**src/hw/rtl/sfd_pkg.sv**
```systemverilog
// SLIP frame decoder package: byte codes, mode and result kind types.
// No dependencies; used by every other file of the block.
`default_nettype none

package sfd_pkg;

    localparam int BYTE_W  = 8;
    localparam int COUNT_W = 16;
    localparam int KIND_W  = 2;

    localparam logic [BYTE_W-1:0] SLIP_FEND  = 8'hC0;
    localparam logic [BYTE_W-1:0] SLIP_FESC  = 8'hDB;
    localparam logic [BYTE_W-1:0] SLIP_TFEND = 8'hDC;
    localparam logic [BYTE_W-1:0] SLIP_TFESC = 8'hDD;

    localparam logic [COUNT_W-1:0] COUNT_MAX = {COUNT_W{1'b1}};

    typedef enum logic [2:0] {
        MODE_HUNT  = 3'b001,
        MODE_FRAME = 3'b010,
        MODE_ESC   = 3'b100
    } t_mode;

    typedef enum logic [KIND_W-1:0] {
        KIND_PAYLOAD = 2'd0,
        KIND_END     = 2'd1,
        KIND_BADESC  = 2'd2
    } t_kind;

    typedef struct packed {
        t_kind               kind;
        logic [BYTE_W-1:0]   data_byte;
        logic [COUNT_W-1:0]  payload_count;
    } t_result;

    typedef struct packed {
        logic    valid;
        t_result res;
    } t_dec_out;

endpackage

`default_nettype wire

```
**src/hw/rtl/sfd_byte_if.sv**
```systemverilog
// Byte channel into the SLIP decoder: valid/ready plus one received byte.
// Depends on sfd_pkg.
`default_nettype none

interface sfd_byte_if
    import sfd_pkg::*;
();
    logic              valid;
    logic              ready;
    logic [BYTE_W-1:0] in_byte;

    modport source (output valid, output in_byte, input ready);
    modport sink   (input valid, input in_byte, output ready);
endinterface

`default_nettype wire

```
**src/hw/rtl/sfd_result_if.sv**
```systemverilog
// Result channel out of the SLIP decoder: valid/ready plus kind, byte, count.
// Depends on sfd_pkg.
`default_nettype none

interface sfd_result_if
    import sfd_pkg::*;
();
    logic               valid;
    logic               ready;
    logic [KIND_W-1:0]  kind;
    logic [BYTE_W-1:0]  data_byte;
    logic [COUNT_W-1:0] payload_count;

    modport source (output valid, output kind, output data_byte, output payload_count,
                    input ready);
    modport sink   (input valid, input kind, input data_byte, input payload_count,
                    output ready);
endinterface

`default_nettype wire

```
**src/hw/rtl/sfd_in_stage.sv**
```systemverilog
// Input register of the SLIP decoder: holds one received word.
// Depends on sfd_pkg.
`default_nettype none

module sfd_in_stage
    import sfd_pkg::*;
(
    input  wire logic              i_clk,
    input  wire logic              i_rst_n,
    input  wire logic              i_valid,
    input  wire logic [BYTE_W-1:0] i_byte,
    output logic                   o_ready,
    input  wire logic              i_advance,
    output logic                   o_valid,
    output logic [BYTE_W-1:0]      o_byte
);

    logic              r_valid;
    logic [BYTE_W-1:0] r_byte;

    assign o_ready = !r_valid || i_advance;
    assign o_valid = r_valid;
    assign o_byte  = r_byte;

    always_ff @(posedge i_clk) begin
        if (!i_rst_n) begin
            r_valid <= 1'b0;
        end else if (o_ready) begin
            r_valid <= i_valid;
        end
    end

    always_ff @(posedge i_clk) begin
        if (o_ready && i_valid) begin
            r_byte <= i_byte;
        end
    end

endmodule

`default_nettype wire

```
**src/hw/rtl/sfd_decode.sv**
```systemverilog
// Framing state machine and byte counter of the SLIP decoder.
// Depends on sfd_pkg; result goes combinationally to sfd_out_stage.
`default_nettype none

module sfd_decode
    import sfd_pkg::*;
(
    input  wire logic              i_clk,
    input  wire logic              i_rst_n,
    input  wire logic              i_fire,
    input  wire logic [BYTE_W-1:0] i_byte,
    output t_dec_out               o_dec
);

    t_mode              r_mode, n_mode;
    logic [COUNT_W-1:0] r_count, n_count;
    logic [COUNT_W-1:0] count_inc;

    assign count_inc = (r_count == COUNT_MAX) ? r_count : r_count + COUNT_W'(1);

    always_comb begin
        n_mode  = r_mode;
        n_count = r_count;
        o_dec.valid             = 1'b0;
        o_dec.res.kind          = KIND_PAYLOAD;
        o_dec.res.data_byte     = '0;
        o_dec.res.payload_count = r_count;
        case (r_mode)
            MODE_FRAME: begin
                if (i_byte == SLIP_FEND) begin
                    o_dec.valid    = 1'b1;
                    o_dec.res.kind = KIND_END;
                    n_mode         = MODE_HUNT;
                end else if (i_byte == SLIP_FESC) begin
                    n_mode = MODE_ESC;
                end else begin
                    o_dec.valid             = 1'b1;
                    o_dec.res.data_byte     = i_byte;
                    o_dec.res.payload_count = count_inc;
                    n_count                 = count_inc;
                end
            end
            MODE_ESC: begin
                if (i_byte == SLIP_TFEND || i_byte == SLIP_TFESC) begin
                    o_dec.valid             = 1'b1;
                    o_dec.res.data_byte     = (i_byte == SLIP_TFEND) ? SLIP_FEND : SLIP_FESC;
                    o_dec.res.payload_count = count_inc;
                    n_count                 = count_inc;
                    n_mode                  = MODE_FRAME;
                end else begin
                    o_dec.valid    = 1'b1;
                    o_dec.res.kind = KIND_BADESC;
                    n_mode         = MODE_HUNT;
                end
            end
            default: begin
                if (i_byte == SLIP_FEND) begin
                    n_mode  = MODE_FRAME;
                    n_count = '0;
                end
            end
        endcase
    end

    always_ff @(posedge i_clk) begin
        if (!i_rst_n) begin
            r_mode  <= MODE_HUNT;
            r_count <= '0;
        end else if (i_fire) begin
            r_mode  <= n_mode;
            r_count <= n_count;
        end
    end

    // opening delimiter restarts the count
    a_open_clears: assert property (@(posedge i_clk) disable iff (!i_rst_n)
        i_fire && r_mode == MODE_HUNT && i_byte == SLIP_FEND |=> r_count == '0)
        else $error("count not cleared on frame open");

    a_badesc_from_esc: assert property (@(posedge i_clk) disable iff (!i_rst_n)
        o_dec.valid && o_dec.res.kind == KIND_BADESC |-> r_mode == MODE_ESC)
        else $error("bad escape outside escape state");

    a_payload_counted: assert property (@(posedge i_clk) disable iff (!i_rst_n)
        o_dec.valid && o_dec.res.kind == KIND_PAYLOAD |-> o_dec.res.payload_count != '0)
        else $error("payload word with zero count");

    a_nonpayload_zero: assert property (@(posedge i_clk) disable iff (!i_rst_n)
        o_dec.valid && o_dec.res.kind != KIND_PAYLOAD |-> o_dec.res.data_byte == '0)
        else $error("status word carries data");

endmodule

`default_nettype wire

```
**src/hw/rtl/sfd_out_stage.sv**
```systemverilog
// Result register of the SLIP decoder; frees itself when the sink takes the word.
// Depends on sfd_pkg.
`default_nettype none

module sfd_out_stage
    import sfd_pkg::*;
(
    input  wire logic     i_clk,
    input  wire logic     i_rst_n,
    input  wire logic     i_load,
    input  wire t_dec_out i_dec,
    output logic          o_take,
    output logic          o_valid,
    input  wire logic     i_ready,
    output t_result       o_res
);

    logic    r_valid;
    t_result r_res;

    assign o_take  = !r_valid || i_ready;
    assign o_valid = r_valid;
    assign o_res   = r_res;

    always_ff @(posedge i_clk) begin
        if (!i_rst_n) begin
            r_valid <= 1'b0;
        end else if (o_take) begin
            r_valid <= i_load && i_dec.valid;
        end
    end

    always_ff @(posedge i_clk) begin
        if (o_take && i_load && i_dec.valid) begin
            r_res <= i_dec.res;
        end
    end

endmodule

`default_nettype wire

```
**src/hw/rtl/slip_frame_decoder.sv**
```systemverilog
// SLIP frame decoder top level: input register, framing decode, result register.
// Depends on sfd_pkg, sfd_byte_if, sfd_result_if, sfd_in_stage, sfd_decode,
// sfd_out_stage.
//
// Usage:
//   i_byte carries received bytes, one word per valid/ready handshake.
//   o_result carries decoded words: kind 0 payload byte, 1 frame end,
//   2 bad escape; payload_count is the frame's byte count, saturating.
//   Bytes outside a frame, the opening delimiter and an escape prefix
//   produce no output word.
// Timing:
//   One byte accepted per cycle while the sink takes each result. A
//   result reaches o_result via the input register, where its byte is
//   held, and then the result register, into which it is decoded.
//   The single decode step between them is what sets the rate.
// Reset:
//   Synchronous, active low; both stages empty, decoder hunting, count zero.
// Stall:
//   A held result blocks the input register, which then blocks i_byte;
//   no word is lost or repeated, and ready recovers in the cycle the sink
//   takes the held word.
`default_nettype none

module slip_frame_decoder
    import sfd_pkg::*;
(
    input  wire logic    i_clk,
    input  wire logic    i_rst_n,
    sfd_byte_if.sink     i_byte,
    sfd_result_if.source o_result
);

    logic              in_valid;
    logic [BYTE_W-1:0] in_byte;
    logic              take;
    logic              fire;
    t_dec_out          dec;
    t_result           res;

    assign fire = in_valid && take;

    sfd_in_stage u_in (
        .i_clk     (i_clk),
        .i_rst_n   (i_rst_n),
        .i_valid   (i_byte.valid),
        .i_byte    (i_byte.in_byte),
        .o_ready   (i_byte.ready),
        .i_advance (take),
        .o_valid   (in_valid),
        .o_byte    (in_byte)
    );

    sfd_decode u_dec (
        .i_clk   (i_clk),
        .i_rst_n (i_rst_n),
        .i_fire  (fire),
        .i_byte  (in_byte),
        .o_dec   (dec)
    );

    sfd_out_stage u_out (
        .i_clk   (i_clk),
        .i_rst_n (i_rst_n),
        .i_load  (in_valid),
        .i_dec   (dec),
        .o_take  (take),
        .o_valid (o_result.valid),
        .i_ready (o_result.ready),
        .o_res   (res)
    );

    assign o_result.kind          = res.kind;
    assign o_result.data_byte     = res.data_byte;
    assign o_result.payload_count = res.payload_count;

endmodule

`default_nettype wire
```
**src/flat_wrapper.sv**
```systemverilog
// flat-port wrapper written by rule: the top's interface ports become plain ports
module slip_frame_decoder_flat import sfd_pkg::*;
  (i_clk, i_rst_n, i_byte_valid, i_byte_in_byte, i_byte_ready, o_result_valid, o_result_kind, o_result_data_byte, o_result_payload_count, o_result_ready);
  sfd_byte_if i_byte_i ();
  sfd_result_if o_result_i ();
  input  wire logic i_clk;
  input  wire logic i_rst_n;
  input wire logic [$bits(i_byte_i.valid)-1:0] i_byte_valid;
  input wire logic [$bits(i_byte_i.in_byte)-1:0] i_byte_in_byte;
  output wire logic [$bits(i_byte_i.ready)-1:0] i_byte_ready;
  output wire logic [$bits(o_result_i.valid)-1:0] o_result_valid;
  output wire logic [$bits(o_result_i.kind)-1:0] o_result_kind;
  output wire logic [$bits(o_result_i.data_byte)-1:0] o_result_data_byte;
  output wire logic [$bits(o_result_i.payload_count)-1:0] o_result_payload_count;
  input wire logic [$bits(o_result_i.ready)-1:0] o_result_ready;
  assign i_byte_i.valid = i_byte_valid;
  assign i_byte_i.in_byte = i_byte_in_byte;
  assign i_byte_ready = i_byte_i.ready;
  assign o_result_valid = o_result_i.valid;
  assign o_result_kind = o_result_i.kind;
  assign o_result_data_byte = o_result_i.data_byte;
  assign o_result_payload_count = o_result_i.payload_count;
  assign o_result_i.ready = o_result_ready;
  slip_frame_decoder u_core (.i_clk(i_clk), .i_rst_n(i_rst_n), .i_byte(i_byte_i), .o_result(o_result_i));
endmodule
```
**config.mk**
```make
export PLATFORM = sky130hd
export DESIGN_NAME = slip_frame_decoder_flat
export DESIGN_NICKNAME = d
export VERILOG_FILES = /design/src/hw/rtl/sfd_pkg.sv /design/src/hw/rtl/sfd_byte_if.sv /design/src/hw/rtl/sfd_result_if.sv /design/src/hw/rtl/sfd_in_stage.sv /design/src/hw/rtl/sfd_decode.sv /design/src/hw/rtl/sfd_out_stage.sv /design/src/hw/rtl/slip_frame_decoder.sv /design/src/flat_wrapper.sv
export SDC_FILE = /design/constraint.sdc
export NUM_CORES = 1
export LEC_CHECK = 0
export BUFFER_PORTS_ARGS = -buffer_cell sky130_fd_sc_hd__clkbuf_2
export CORE_AREA = 2 2 76 78
export DETAILED_ROUTE_END_ITERATION = 7
export DIE_AREA = 0 0 78 80
export MAX_ROUTING_LAYER = met4
export PLACE_DENSITY = 0.83
export REMOVE_ABC_BUFFERS = 1
export SYNTH_ARGS = -nofsm -noshare
export SYNTH_HDL_FRONTEND = slang
export SYNTH_SLANG_ARGS = --single-unit
```
**constraint.sdc**
```tcl
create_clock -name i_clk -period 2.2 [get_ports i_clk]
set_input_delay 0.11 -clock i_clk [delete_from_list [all_inputs] [get_ports i_clk]]
set_output_delay 0.11 -clock i_clk [all_outputs]
set_load 0.01 [all_outputs]
```
==> flow_metrics.env <==
export IMPL_run_status="finished, final reports clean"
export IMPL_hold_depth=3
export IMPL_htree_levels=2
export IMPL_clk_path_buf_depth=2
export IMPL_yosysUniqueCellTypes=54
export IMPL_cts_tree="built"
export IMPL_path_clk_slew_ns=0.09
export IMPL_cts_root_buf="clkbuf_8"
export IMPL_required_ns=2.42
export IMPL_grt_usage_pct=18.7
export IMPL_arrival_ns=2.30
export IMPL_hold_path_class="input pin to register"
export IMPL_layout_min_cycle_time_ns=2.09
export IMPL_grt_setup_unrepaired="yes"
export IMPL_dieHeight_microns=80
export IMPL_drt_iter0_markers=166
export IMPL_power_density_mw_per_mm2=570
export IMPL_setup_viol=0
export IMPL_ys_ff_latch=55
export IMPL_grt_max_degree=26
export IMPL_finalSetupTns_ns=0
export IMPL_num_rows=27
export IMPL_path_cells="or3b_1 -> nor3_4 -> a22oi_1 -> buf_4 -> a31o_2 -> a311oi_1"
export IMPL_routed_via_density=5.81
export IMPL_post_cts_setup_buffers=0
export IMPL_yosysSeqAreaShare_pct=53.9
export IMPL_peakVddDrop_mv=0.587
export IMPL_via_count=2213
export IMPL_fp_dieArea_sq_mm=0.00624
export IMPL_area_growth_pct=20.8
export IMPL_core_area_sq_mm=0.00541
export IMPL_die_w_microns=78
export IMPL_dr_pass1_iters=5
export IMPL_overflow=0
export IMPL_place_area_sq_mm=0.00303
export IMPL_r2r_cells=6
export IMPL_fin_nets=321
export IMPL_p_leak_nw=1.13
export IMPL_place_congestion=0.936
export IMPL_antenna_left=0
export IMPL_cp_max_fo=8
export IMPL_routedWlPerCell_microns=14.5
export IMPL_start_kind="register"
export IMPL_grt_first_pass_wirelength_mm=8.95
export IMPL_io_buffers=39
export IMPL_drt_wl_total_mm=5.53
export IMPL_ios=40
export IMPL_drc=0
export IMPL_clk_latency_ns=0.31
export IMPL_path_delay_family="simple AND/OR/NAND/NOR gates"
export IMPL_slowest_stage="dfxtp_1"
export IMPL_diodes=0
export IMPL_avgSynthCellArea_sq_um=10.7
export IMPL_slew_headroom_pct=66.0
export IMPL_period_share_pct=94.9
export IMPL_pwr_share_seq_pct=60.2
export IMPL_final_cell_mix="39 x clkbuf_2, 34 x edfxtp_1, 25 x nand2_1, 22 x a21oi_1, 21 x dfxtp_1"
export IMPL_numCtsBuffers=5
export IMPL_path_depth=6
export IMPL_switching_share_pct=19.0
export IMPL_power_total_mw=1.84
export IMPL_finalHoldViolCount=0
export IMPL_grt_pass1_vias=1940
export IMPL_critPathKind="register to register"
export IMPL_synth_cells=250
export IMPL_initial_core_util_pct=49.5
export IMPL_report_final_slew_viol_count=0
export IMPL_cts_sinks=55
export IMPL_synth_edf_count=34
export IMPL_final_area_sq_mm=0.00323
export IMPL_cellInternalPower_mw=1.49
export IMPL_hpwl_mm=3.93
export IMPL_yosys_warnings=0
export IMPL_p_clk_share_pct=37.2
export IMPL_critical_path_max_stage_delay_ns=0.41
export IMPL_pwr_share_comb_pct=2.6
export IMPL_p_sw_mw=0.350
export IMPL_synthFlopType="edfxtp_1"
export IMPL_drv_cap=0
export IMPL_worst_clock_skew_ns=0.00626
export IMPL_antenna_found_initial=0
export IMPL_syn_area_sq_mm=0.00268
export IMPL_fmax_mhz=479
export IMPL_synthArstFlopShare_pct=0
export IMPL_worst_pin_slew_ns=0.510
export IMPL_cp_end_kind="register"
export IMPL_drive_gt1_share_pct=24.6
export IMPL_mostFrequentLayoutCell="clkbuf_2"
export IMPL_critPathBufInv=1
[through the flow]
stage	cells	util (%)	hold slack [ns]	setup slack, ns
2_1_floorplan	240	-	0.186	0.123
3_3_place_gp	365	56.1	0.288	0.148
3_5_place_dp	365	56.1	0.289	0.129
4_1_cts	381	59.8	0.0121	0.129
5_1_grt	381	59.8	0.0433	-0.0159
6_report	381	59.8	0.0157	0.113
[power by group through the flow]
| stage | Sequential, mW | Clock (mW) | Combinational [mW] |
|---|---|---|---|
| 2_1_floorplan | 1.13 | 0 | 0.0162 |
| 3_3_place_gp | 1.13 | 0 | 0.0359 |
| 3_5_place_dp | 1.13 | 0 | 0.0370 |
| 4_1_cts | 1.11 | 0.704 | 0.0480 |
| 5_1_grt | 1.11 | 0.741 | 0.0533 |
| 6_report | 1.11 | 0.684 | 0.0481 |
[what timing repair did]
action                                  4_1_cts  5_1_grt
gates resized for setup                       0        1
endpoints found under the hold margin         8        0
hold buffers                                  8        0
endpoints found under the setup margin        0       12
[layout make-up]
type                    instances  area (sq um)
flip-flops and latches         55          1440
clock buffers                   6          82.6
fillers                       456          2170
repair buffers                 61           405
inverters                       2          7.51
clock inverters                 2          35.0
multi-input cells             183          1170
well taps                      72          90.1
[routing by layer]
layer / part of all wire, % / GRT usage (%)
met5: 0 / -
met1: 44 / 24.2
met2: 48 / 29.8
met3: 6.1 / 2.71
met4: 2.2 / 7.89
[path summary, 6_finish.rpt]
| check | slack, ns | to | startpoint |
|---|---|---|---|
| setup / recovery | 0.11 | u_core.u_dec.r_count[9] | u_core.u_dec.r_mode[2] |
| hold / removal | 0.02 | u_core.u_in.o_valid | i_byte_valid |
| setup reg to reg | 0.11 | u_core.u_dec.r_count[9] | u_core.u_dec.r_mode[2] |
| hold reg to reg | 0.53 | u_core.u_in.o_valid | u_core.u_in.o_valid |
[worst min-delay path, cell delays in order]
cell	delay [ns]
clkbuf_2	0.08
a21oi_1	0.03
nor2_1	0.06
[synth_stat cells, types with 2 or more instances]
cell | n | share of area [%]
o21ai_0 | 5 | 0.93
nand4_1 | 3 | 0.70
a21o_1 | 3 | 0.84
nor4b_1 | 2 | 0.65
buf_2 | 5 | 0.93
dfxtp_1 | 21 | 16
nand2b_1 | 2 | 0.47
nor2b_1 | 2 | 0.47
buf_6 | 2 | 0.84
nor2_1 | 14 | 2.0
nand3_1 | 11 | 2.1
a22o_1 | 4 | 1.3
inv_1 | 2 | 0.28
and3_1 | 8 | 1.9
a211oi_2 | 3 | 1.4
edfxtp_1 | 34 | 38
o211a_1 | 3 | 1.1
nor3b_1 | 3 | 0.84
o221a_2 | 3 | 1.3
a31oi_1 | 4 | 0.93
a311oi_1 | 3 | 0.98
nand4b_1 | 2 | 0.65
a21oi_1 | 22 | 4.1
xor2_1 | 5 | 1.6
nor4_1 | 3 | 0.70
nor3_1 | 7 | 1.3
nand2_1 | 25 | 3.5
a31o_2 | 2 | 0.65
and4_1 | 2 | 0.65
and2_1 | 10 | 2.3
o21a_1 | 2 | 0.56
clkbuf_1 | 3 | 0.42
o22ai_1 | 3 | 0.70
xnor2_1 | 7 | 2.3
[sequential cells by signal, indices dropped and copies added (netlist names)]
signal and count:
u_core.u_in.o_byte 8, u_core.u_dec.r_mode 3, u_core.u_in.o_valid 1, u_core.u_out.o_valid 1, u_core.u_out.o_res 26, u_core.u_dec.r_count 16
[cell families (layout without fill, tap and decap cells)]
group                      count (synthesis)  after routing  share of synthesized area (%)
xor gates and xnor gates                  12             12                           3.93
AOI/OAI and AO/OA                         68             68                           18.2
adders and majority gates                  1              1                          0.467
DFF                                       55             55                           53.9
buffers and inverters                     12             71                           2.48
and+or+nand+nor                          101            101                           20.7
muxes                                      1              1                          0.421
No activity file was read; power rests on OpenSTA's default activity.
